File: src/dspc_pkg.sv
// ----------------------------------------------------------------------------
// dspc_pkg
// Shared types, codes and helpers for the display sleep power controller.
// ----------------------------------------------------------------------------
package dspc_pkg;

   // power states
   localparam logic [1:0] ST_ACTIVE   = 2'd0;
   localparam logic [1:0] ST_DIMMING  = 2'd1;
   localparam logic [1:0] ST_SLEEPING = 2'd2;
   localparam logic [1:0] ST_WAKING   = 2'd3;

   // event opcodes
   localparam logic [2:0] OP_TICK     = 3'd0;
   localparam logic [2:0] OP_ACTIVITY = 3'd1;
   localparam logic [2:0] OP_MESSAGE  = 3'd2;
   localparam logic [2:0] OP_ACCEL    = 3'd3;
   localparam logic [2:0] OP_SLEEP    = 3'd4;

   // register indexes
   localparam logic [2:0] REG_CTRL_ENABLE   = 3'd0;
   localparam logic [2:0] REG_MOTION_WAKE   = 3'd1;
   localparam logic [2:0] REG_MESSAGE_WAKE  = 3'd2;
   localparam logic [2:0] REG_DIM_TIMEOUT   = 3'd3;
   localparam logic [2:0] REG_SLEEP_TIMEOUT = 3'd4;
   localparam logic [2:0] REG_WAKE_COOLDOWN = 3'd5;
   localparam logic [2:0] REG_MOTION_LOW    = 3'd6;
   localparam logic [2:0] REG_MOTION_HIGH   = 3'd7;

   // register reset values
   localparam logic [30:0] DIM_TIMEOUT_RST   = 31'd120000;
   localparam logic [30:0] SLEEP_TIMEOUT_RST = 31'd180000;
   localparam logic [30:0] WAKE_COOLDOWN_RST = 31'd2000;
   localparam logic [31:0] MOTION_LOW_RST    = 32'd9314704;
   localparam logic [31:0] MOTION_HIGH_RST   = 32'd26419600;

   localparam logic [31:0] TICK_MIN_MS = 32'd100;

   // panel and imu commands
   localparam logic [1:0] PANEL_NONE = 2'd0;
   localparam logic [1:0] PANEL_ON   = 2'd1;
   localparam logic [1:0] PANEL_OFF  = 2'd2;
   localparam logic [1:0] IMU_NONE   = 2'd0;
   localparam logic [1:0] IMU_LOW    = 2'd1;
   localparam logic [1:0] IMU_NORMAL = 2'd2;

   // brightness targets and fade times
   localparam logic [1:0] BRIGHT_OFF = 2'd0;
   localparam logic [1:0] BRIGHT_LOW = 2'd1;
   localparam logic [1:0] BRIGHT_MID = 2'd2;
   localparam logic [1:0] BRIGHT_MAX = 2'd3;
   localparam logic [9:0] FADE_ACTIVE   = 10'd200;
   localparam logic [9:0] FADE_DIMMING  = 10'd500;
   localparam logic [9:0] FADE_SLEEPING = 10'd1000;
   localparam logic [9:0] FADE_WAKING   = 10'd300;

   // result queue
   localparam int FIFO_DEPTH = 4;
   localparam int PTR_W      = $clog2(FIFO_DEPTH);
   localparam int CNT_W      = $clog2(FIFO_DEPTH + 1);

   typedef struct packed {
      logic [2:0]         opcode;
      logic [31:0]        now_ms;
      logic signed [15:0] accel_x;
      logic signed [15:0] accel_y;
      logic signed [15:0] accel_z;
   } req_type;

   typedef struct packed {
      logic [1:0] entered_state;
      logic [1:0] brightness_level;
      logic [9:0] fade_time_ms;
      logic [1:0] panel_cmd;
      logic [1:0] imu_cmd;
      logic       last;
   } rsp_type;

   // signed 32-bit difference now - then is non-negative and reached limit
   function automatic logic elapsed(input logic [31:0] now, input logic [31:0] then_ms,
                                    input logic [30:0] limit);
      logic [31:0] d;
      d = now - then_ms;
      return !d[31] && (d[30:0] >= limit);
   endfunction

   // result of moving from one state to another; last is set by the caller
   function automatic rsp_type make_rsp(input logic [1:0] from_st, input logic [1:0] to_st,
                                        input logic imu_leave, input logic motion_en);
      rsp_type r;
      r.entered_state = to_st;
      r.panel_cmd = (from_st == ST_SLEEPING) ? PANEL_ON : PANEL_NONE;
      r.imu_cmd   = IMU_NONE;
      r.last      = 1'b0;
      case (to_st)
         ST_ACTIVE: begin
            r.brightness_level = BRIGHT_MAX;
            r.fade_time_ms     = FADE_ACTIVE;
         end
         ST_DIMMING: begin
            r.brightness_level = BRIGHT_LOW;
            r.fade_time_ms     = FADE_DIMMING;
         end
         ST_SLEEPING: begin
            r.brightness_level = BRIGHT_OFF;
            r.fade_time_ms     = FADE_SLEEPING;
            r.panel_cmd        = PANEL_OFF;
            if (motion_en) r.imu_cmd = IMU_LOW;
         end
         default: begin
            r.brightness_level = BRIGHT_MID;
            r.fade_time_ms     = FADE_WAKING;
         end
      endcase
      if (imu_leave && motion_en) r.imu_cmd = IMU_NORMAL;
      return r;
   endfunction

endpackage

File: src/display_sleep_power_controller.sv
// ----------------------------------------------------------------------------
// display_sleep_power_controller
// Four-state display power controller driven by timestamped events.
// ----------------------------------------------------------------------------
// Usage:
//   req_* carries one event transaction (tick, user activity, message, accel
//   sample, manual sleep) with a millisecond timestamp. Only ticks (at most
//   one per 100 ms) and manual sleep change the power state; other events
//   latch flags or times that the next tick consumes.
//   rsp_* carries one transaction per state change: brightness target, fade
//   time, panel and IMU commands. An event yields zero, one or two of them;
//   last marks the final one of an event.
//   csr_* writes a register; write only while idle.
// Flow: an event is registered on acceptance (accel squares are formed
//   there) and processed once the result queue has room; its results enter
//   the queue at the end of that cycle, and rsp_valid follows the registered count.
// Throughput: one event per cycle. The processing stage needs room for two
//   results in the 4-entry result queue, so the rate drops only when the
//   receiver lags behind a burst of state changes.
// Reset: synchronous, active high; state ACTIVE, times and flags zero,
//   registers to their defaults, queue empty.
// Stall: a stalled receiver fills the result queue; req_ready then drops
//   until entries drain. Nothing is dropped.
module display_sleep_power_controller (
   input  logic              clock,
   input  logic              reset,
   input  logic              req_valid,
   output logic              req_ready,
   input  dspc_pkg::req_type req_data,
   output logic              rsp_valid,
   input  logic              rsp_ready,
   output dspc_pkg::rsp_type rsp_data,
   input  logic              csr_we,
   input  logic [2:0]        csr_addr,
   input  logic [31:0]       csr_wdata
);
   import dspc_pkg::*;

   // configuration registers
   logic        ctrl_enable_ff;
   logic        motion_wake_ff;
   logic        message_wake_ff;
   logic [30:0] dim_timeout_ff;
   logic [30:0] sleep_timeout_ff;
   logic [30:0] wake_cooldown_ff;
   logic [31:0] motion_low_ff;
   logic [31:0] motion_high_ff;

   always_ff @(posedge clock) begin
      if (reset) begin
         ctrl_enable_ff   <= 1'b1;
         motion_wake_ff   <= 1'b1;
         message_wake_ff  <= 1'b1;
         dim_timeout_ff   <= DIM_TIMEOUT_RST;
         sleep_timeout_ff <= SLEEP_TIMEOUT_RST;
         wake_cooldown_ff <= WAKE_COOLDOWN_RST;
         motion_low_ff    <= MOTION_LOW_RST;
         motion_high_ff   <= MOTION_HIGH_RST;
      end else if (csr_we) begin
         case (csr_addr)
            REG_CTRL_ENABLE:   ctrl_enable_ff   <= csr_wdata[0];
            REG_MOTION_WAKE:   motion_wake_ff   <= csr_wdata[0];
            REG_MESSAGE_WAKE:  message_wake_ff  <= csr_wdata[0];
            REG_DIM_TIMEOUT:   dim_timeout_ff   <= csr_wdata[30:0];
            REG_SLEEP_TIMEOUT: sleep_timeout_ff <= csr_wdata[30:0];
            REG_WAKE_COOLDOWN: wake_cooldown_ff <= csr_wdata[30:0];
            REG_MOTION_LOW:    motion_low_ff    <= csr_wdata;
            REG_MOTION_HIGH:   motion_high_ff   <= csr_wdata;
            default: ;
         endcase
      end
   end

   // input stage: event plus per-axis squares
   logic        s1_valid_ff;
   logic [2:0]  s1_op_ff;
   logic [31:0] s1_now_ff;
   logic [30:0] sq_x_ff, sq_y_ff, sq_z_ff;
   logic [30:0] prod_x, prod_y, prod_z;
   logic        proc_fire;
   logic        room;

   // a square of a 16-bit signed value is at most 2^30
   assign prod_x    = 31'(req_data.accel_x * req_data.accel_x);
   assign prod_y    = 31'(req_data.accel_y * req_data.accel_y);
   assign prod_z    = 31'(req_data.accel_z * req_data.accel_z);
   assign req_ready = !s1_valid_ff || proc_fire;

   always_ff @(posedge clock) begin
      if (reset) begin
         s1_valid_ff <= 1'b0;
      end else if (req_ready) begin
         s1_valid_ff <= req_valid;
      end
   end

   always_ff @(posedge clock) begin
      if (req_ready && req_valid) begin
         s1_op_ff  <= req_data.opcode;
         s1_now_ff <= req_data.now_ms;
         sq_x_ff   <= prod_x;
         sq_y_ff   <= prod_y;
         sq_z_ff   <= prod_z;
      end
   end

   // controller state
   logic [1:0]  power_state_ff, power_state_in;
   logic [31:0] last_act_ff, last_act_in;
   logic [31:0] wake_time_ff, wake_time_in;
   logic [31:0] last_tick_ff, last_tick_in;
   logic        act_flag_ff, act_flag_in;
   logic        mot_flag_ff, mot_flag_in;
   logic        msg_flag_ff, msg_flag_in;

   // event evaluation
   logic [31:0] sq_sum;
   logic [31:0] tick_gap;
   logic        is_motion;
   logic        act_tr, mot_tr, msg_tr;
   logic [1:0]  st_a, st_b, st_c, to_st;
   logic [31:0] wake_c;
   logic        to_hit;
   rsp_type     flag_rsp, to_rsp;
   rsp_type     ent0, ent1;
   logic [1:0]  push_n;

   assign sq_sum    = {1'b0, sq_x_ff} + {1'b0, sq_y_ff} + {1'b0, sq_z_ff};
   assign is_motion = (sq_sum < motion_low_ff) || (sq_sum > motion_high_ff);
   assign tick_gap  = s1_now_ff - last_tick_ff;

   // tick sequence: activity, motion, message, then one timeout
   always_comb begin
      act_tr = act_flag_ff && (power_state_ff != ST_ACTIVE);
      st_a   = act_tr ? ST_ACTIVE : power_state_ff;
      mot_tr = mot_flag_ff && (st_a == ST_SLEEPING);
      st_b   = mot_tr ? ST_WAKING : st_a;
      msg_tr = msg_flag_ff && message_wake_ff && (st_b == ST_SLEEPING);
      st_c   = msg_tr ? ST_WAKING : st_b;
      wake_c = (mot_tr || msg_tr) ? s1_now_ff : wake_time_ff;
      to_st  = ST_SLEEPING;
      case (st_c)
         ST_ACTIVE: begin
            to_hit = elapsed(s1_now_ff, last_act_ff, dim_timeout_ff);
            to_st  = ST_DIMMING;
         end
         ST_DIMMING:  to_hit = elapsed(s1_now_ff, last_act_ff, sleep_timeout_ff);
         ST_WAKING:   to_hit = elapsed(s1_now_ff, wake_c, wake_cooldown_ff);
         default:     to_hit = 1'b0;
      endcase
      flag_rsp = make_rsp(power_state_ff, st_c, act_tr, motion_wake_ff);
      to_rsp   = make_rsp(st_c, to_st, 1'b0, motion_wake_ff);
   end

   always_comb begin
      power_state_in = power_state_ff;
      last_act_in    = last_act_ff;
      wake_time_in   = wake_time_ff;
      last_tick_in   = last_tick_ff;
      act_flag_in    = act_flag_ff;
      mot_flag_in    = mot_flag_ff;
      msg_flag_in    = msg_flag_ff;
      ent0           = to_rsp;
      ent1           = to_rsp;
      push_n         = 2'd0;
      if (proc_fire && ctrl_enable_ff) begin
         case (s1_op_ff)
            OP_TICK: begin
               if (tick_gap >= TICK_MIN_MS) begin
                  last_tick_in = s1_now_ff;
                  act_flag_in  = 1'b0;
                  mot_flag_in  = 1'b0;
                  msg_flag_in  = 1'b0;
                  wake_time_in = wake_c;
                  // at most one flag transition, then at most one timeout
                  if (act_tr || mot_tr || msg_tr) begin
                     ent0   = flag_rsp;
                     push_n = to_hit ? 2'd2 : 2'd1;
                  end else begin
                     push_n = to_hit ? 2'd1 : 2'd0;
                  end
                  power_state_in = to_hit ? to_st : st_c;
               end
            end
            OP_ACTIVITY: begin
               last_act_in = s1_now_ff;
               if (power_state_ff != ST_ACTIVE) act_flag_in = 1'b1;
            end
            OP_MESSAGE: begin
               if (message_wake_ff && power_state_ff == ST_SLEEPING) msg_flag_in = 1'b1;
            end
            OP_ACCEL: begin
               if (motion_wake_ff && is_motion &&
                   (power_state_ff == ST_SLEEPING || power_state_ff == ST_WAKING)) begin
                  mot_flag_in = 1'b1;
               end
            end
            OP_SLEEP: begin
               if (power_state_ff != ST_SLEEPING) begin
                  ent0           = make_rsp(power_state_ff, ST_SLEEPING, 1'b0, motion_wake_ff);
                  push_n         = 2'd1;
                  power_state_in = ST_SLEEPING;
               end
            end
            default: ;
         endcase
      end
      // final result of this event
      if (push_n == 2'd1) ent0.last = 1'b1;
      ent1.last = 1'b1;
   end

   always_ff @(posedge clock) begin
      if (reset) begin
         power_state_ff <= ST_ACTIVE;
         last_act_ff    <= '0;
         wake_time_ff   <= '0;
         last_tick_ff   <= '0;
         act_flag_ff    <= 1'b0;
         mot_flag_ff    <= 1'b0;
         msg_flag_ff    <= 1'b0;
      end else begin
         power_state_ff <= power_state_in;
         last_act_ff    <= last_act_in;
         wake_time_ff   <= wake_time_in;
         last_tick_ff   <= last_tick_in;
         act_flag_ff    <= act_flag_in;
         mot_flag_ff    <= mot_flag_in;
         msg_flag_ff    <= msg_flag_in;
      end
   end

   // result queue
   rsp_type          fifo_mem [FIFO_DEPTH];
   logic [PTR_W-1:0] wr_ptr_ff, rd_ptr_ff;
   logic [CNT_W-1:0] count_ff, count_in;
   logic             pop;

   assign room      = count_ff <= CNT_W'(FIFO_DEPTH - 2);
   assign proc_fire = s1_valid_ff && room;
   assign rsp_valid = count_ff != '0;
   assign rsp_data  = fifo_mem[rd_ptr_ff];
   assign pop       = rsp_valid && rsp_ready;
   assign count_in  = count_ff + CNT_W'(push_n) - CNT_W'(pop);

   always_ff @(posedge clock) begin
      if (push_n != 2'd0) fifo_mem[wr_ptr_ff] <= ent0;
      if (push_n == 2'd2) fifo_mem[wr_ptr_ff + PTR_W'(1)] <= ent1;
   end

   always_ff @(posedge clock) begin
      if (reset) begin
         wr_ptr_ff <= '0;
         rd_ptr_ff <= '0;
         count_ff  <= '0;
      end else begin
         wr_ptr_ff <= wr_ptr_ff + PTR_W'(push_n);
         rd_ptr_ff <= rd_ptr_ff + PTR_W'(pop);
         count_ff  <= count_in;
      end
   end

`ifndef ASSERT_OFF
   a_count_bound: assert property (@(posedge clock) disable iff (reset)
      count_ff <= CNT_W'(FIFO_DEPTH))
      else $error("result queue count over depth");

   a_disabled_quiet: assert property (@(posedge clock) disable iff (reset)
      (proc_fire && !ctrl_enable_ff) |-> push_n == 2'd0)
      else $error("result produced while disabled");

   a_change_reported: assert property (@(posedge clock) disable iff (reset)
      (power_state_in != power_state_ff) |-> push_n != 2'd0)
      else $error("state change without result");

   a_state_hold: assert property (@(posedge clock) disable iff (reset)
      !proc_fire |=> $stable(power_state_ff))
      else $error("state moved without an event");

   a_push_visible: assert property (@(posedge clock) disable iff (reset)
      (push_n != 2'd0) |=> rsp_valid)
      else $error("pushed result not presented");
`endif

endmodule
File: config.mk
export PLATFORM = sky130hd
export DESIGN_NAME = display_sleep_power_controller
export DESIGN_NICKNAME = d
export VERILOG_FILES = /design/src/dspc_pkg.sv /design/src/display_sleep_power_controller.sv
export SDC_FILE = /design/constraint.sdc
export NUM_CORES = 2
export LEC_CHECK = 0
export ABC_AREA = 1
export BUFFER_PORTS_ARGS = -buffer_cell sky130_fd_sc_hd__buf_4
export CORE_ASPECT_RATIO = 0.8
export CORE_UTILIZATION = 40
export CTS_CLUSTER_DIAMETER = 200
export DETAILED_ROUTE_END_ITERATION = 16
export HOLD_SLACK_MARGIN = 0.1
export PLACE_DENSITY = 0.67
export SKIP_CTS_REPAIR_TIMING = 1
export SLEW_MARGIN = 20
export SYNTH_ARGS = -nofsm -noshare
export SYNTH_HDL_FRONTEND = slang
export SYNTH_SLANG_ARGS = --single-unit
File: constraint.sdc
create_clock -name clock -period 11.04 [get_ports clock]
set_input_delay 1.656 -clock clock [delete_from_list [all_inputs] [get_ports clock]]
set_output_delay 1.656 -clock clock [all_outputs]
set_load 0.02 [all_outputs]
Word level (Yosys, flattened, before mapping). Memories as Yosys holds them, arrays and structs flattened. A register that Yosys moved wholly into a read port is not among the register bits. Index checks and enable logic that the tools add are counted.

Register bits after elaboration: 397. Bits in writable memories: 76. Input port bits: 123. Output and inout port bits: 21. Logic and storage cells: 165. Memories kept: 1.

Memories: fifo_mem (words 4, bits a word 19, read ports 1, clocked after Yosys merged registers in 1, write ports 2, RTL line display_sleep_power_controller.sv:234) `rsp_type fifo_mem [FIFO_DEPTH];`.

Add/sub/neg operators: 10. Multipliers: 3. Magnitude comparators: 7. Eq/ne operators: 28. Multiplexer cells: 43. Reduce and logical (&&, ||, !) cells: 49.

Operators with widths (count): $sub A32 B32 Y32 (3); $ge A31 B31 Y1 (3); $mul A16 B16 Y31 (3); $mux W19 (4); $pmux W12 S3 (2); $pmux W19 S2 (1); $add A31 B31 Y32 (1); $add A32 B31 Y32 (1); $ge A32 B7 Y1 const B (1); $gt A32 B32 Y1 (1); $lt A32 B32 Y1 (1); $mux W32 (1); $mux W2 (13); $reduce_and A2 Y1 (9); $eq A2 B2 Y1 const B (8); $reduce_and A4 Y1 (4); $eq A3 B3 Y1 const B (5); $logic_and A1 B1 Y1 (15); $mux W1 (14); $eq A3 B2 Y1 const B (4); $ne A2 B2 Y1 const B (6); $reduce_bool A2 Y1 (6); $mux W4 (2); $pmux W2 S2 (2); other kinds (16) (30).

Depth between registers and ports, before layout.
Word-level depth: 22. Gate-level depth with buffers: 50.

Least setup slack after synthesis. OpenSTA, ideal clock, no wires.

Path kind: input to register. From: input port req_valid. To: register s1_now_ff[0] (enable). Data arrival time: 6.861 ns. Slack: 3.568 ns. Stages on the path: 2. Path through: inv_1 nor2_1.

Cells in the longest elaborated chain, start to end: 1.

Ends and longest elaborated chain: start, declared (RTL line display_sleep_power_controller.sv:27) `input logic req_valid,`; $logic_and A1 B1 Y1 (RTL line display_sleep_power_controller.sv:98) `if (req_ready && req_valid) begin`; end signal, assigned (RTL line display_sleep_power_controller.sv:100) `s1_now_ff <= req_data.now_ms;`; end, declared (RTL line display_sleep_power_controller.sv:77) `logic [31:0] s1_now_ff;`.

No other way between the ends. A chain may end at the register's enable or synchronous reset.

==> reports/results.ini <==
[run_status]
outcome=completed

[timing]
rsz0062_at_grt=no
fin_skew_ps=42.7
setup_violations=0
drv_slew=0
tightest_slew_ps=1040
setup_tns_ps=0
fmax_mhz=125
setup_slack_ps=3050
period_minus_slack_ps=7990
slew_headroom_pct=30.6
post-route-period-util_pct=72.4
hold_viol=0
timing.hold.ws_ps=458

[clocking]
clk_latency_ps=620
path_clk_slew_ps=60
cts.sinks=454
clockBufferDepth=3
cts_root_buf=clkbuf_16
cts_tree=built
cts_buffers=50
htreeDepth=2

[cells_and_area]
area_growth_pct=8.04
layout-drive-gt1-share_pct=4.61
final_cell_mix=inv_1, nand2_1, fa_1
nets=8008
multi_input_area_um2=36700
seq_area_um2=10900
layout_commonest_cell=inv_1
fillers=13169
layout.cells.non_filler=8428

[grt]
antenna_found_initial=7
overflow=0
track_usage_pct=19.9
grt_pass1_vias=42257
grt_pass1_wl_mm=223
grt_max_degree=126

[critical_path]
reg2regPathDepth=39
crit_fanout=34
critPathSlowestCell=buf_4
worstSetupStartpointType=flip-flop
cp.arrival_ps=8220
crit_required_ps=11260
worst-setup-path-type=reg -> reg
end_kind=flip-flop
slowest_delay_ps=530
crit_top_cell=nand2_1

[floorplanning]
start_util_pct=40.5
core-area_um2=135000
die_h_um=332
die_x_um=415
num_rows=120
dieArea_um2=138000
boundaryPins=144

[routing]
dr.pass1.iters=6
vias_per_cell=4.98
drt_iter0_drc=2983
drc=0
wl_mm=136
vias=41996
wl_per_cell_um=16.2
drtAntennaViolNets=0

[synth]
synth_cell_types=64
async_reset_ff_share_pct=0
synthMuxAreaShare_pct=0.532
ys_ff_latch=454
synth_fa_ha_area_share_pct=39.3
ys_seq_area_share_pct=19.9
avgSynthCellArea_um2=8.27
synth_compound_area_share_pct=10.5
yosys.area_share.simple_pct=13.2
yosysWarnings=0
synth_edf_count=177
ys.flop_type=dfxtp_1
yosys.area_share.xor_xnor_pct=3.76
netlist_area_um2=54500
synth_top_family_by_area=adder cells
synth_cells=6591

[placed_design]
io_buffer_count=141
dp_hpwl_mm=112
gp_congestion=0.920
place_ws_ps=3200
place_inst=8329

[hold_path]
min_path_type=reg -> reg
whs_path_depth=2

[job]
cap_violations=0

## final cells by class
type	instances	share of cell area, %
clock buffers	66	2.42
flip-flops and latches	454	18.4
diodes	5	0.0212
inverters	1641	10.5
multi-input cells	4313	62.4
clock inverters	28	0.565
repair buffers	152	1.96
well taps	1769	3.76
## per-stage QoR
| step | area, um^2 | util (%) |
|---|---|---|
| final | 58900 | 43.8 |
| after global routing | 58900 | 43.8 |
| after CTS | 58900 | 43.8 |
| after detailed placement | 57100 | 42.5 |
| after global placement | 57100 | 42.5 |
| after floorplan | 54500 | - |
## synthesized netlist by cell type (all sizes together), types with 11 or more instances
cell / n / area share [%]
inv: 1638 / 11
nand2: 1140 / 8.0
fa: 734 / 27
ha: 539 / 12
a21oi: 500 / 4.7
o21ai: 362 / 3.3
nor2: 310 / 2.2
dfxtp: 277 / 10
edfxtp: 177 / 9.8
clkbuf: 161 / 1.1
xor2: 140 / 2.2
nand3: 133 / 1.3
xnor2: 93 / 1.5
nand4: 60 / 0.77
o211ai: 42 / 0.58
a211oi: 37 / 0.51
mux2i: 29 / 0.53
nor3: 27 / 0.26
buf: 25 / 0.32
or2: 18 / 0.21
a21boi: 17 / 0.23
a31oi: 16 / 0.18
o22ai: 16 / 0.18
o21bai: 15 / 0.21
nor4: 12 / 0.14
a21o: 11 / 0.15
## worst paths after layout
path                            slack (ps)              to         startpoint
worst max-delay path                  3050  fifo_mem[0][7]  power_state_ff[1]
worst min-delay path                   460  last_act_ff[4]     last_act_ff[4]
worst max register to register        3050  fifo_mem[0][7]  power_state_ff[1]
worst min register to register         460  last_act_ff[4]     last_act_ff[4]
## logic make-up after synthesis
logic type / Yosys count
compound gates: 1047
fa+ha+maj: 1273
buf+inv: 1827
mux: 29
simple gates: 1726
other cells: 2
flops: 454
xor+xnor: 233
## worst max-delay path, delay by kind of cell, from the launching register on
kind / cells / cell delay, ps
and+or+nand+nor: 19 / 2950
AOI/OAI and AO/OA: 11 / 2170
adders and majority gates: 3 / 870
buffers and inverters: 4 / 710
DFF: 1 / 350
muxes: 1 / 300
xor gates and xnor gates: 1 / 190
## routing by layer
layer  track usage [%]  wire, um  share of wire, %
met4              4.03      2690               2.0
met2              33.5     64200                47
met5                 0        10            0.0073
met3              1.59      6670               4.9
met1              28.1     62900                46
## flip-flops by register name, indices dropped and copies added (netlist names), 31 cells and up
name and count:
last_tick_ff 32, sleep_timeout_ff 31, s1_now_ff 32, motion_low_ff 32
wake_cooldown_ff 31, motion_high_ff 32, last_act_ff 32, fifo_mem 60
dim_timeout_ff 31, wake_time_ff 32
Power is not shown: default switching activity piles up to over one toggle a cycle in this logic, so the estimate is an artifact.
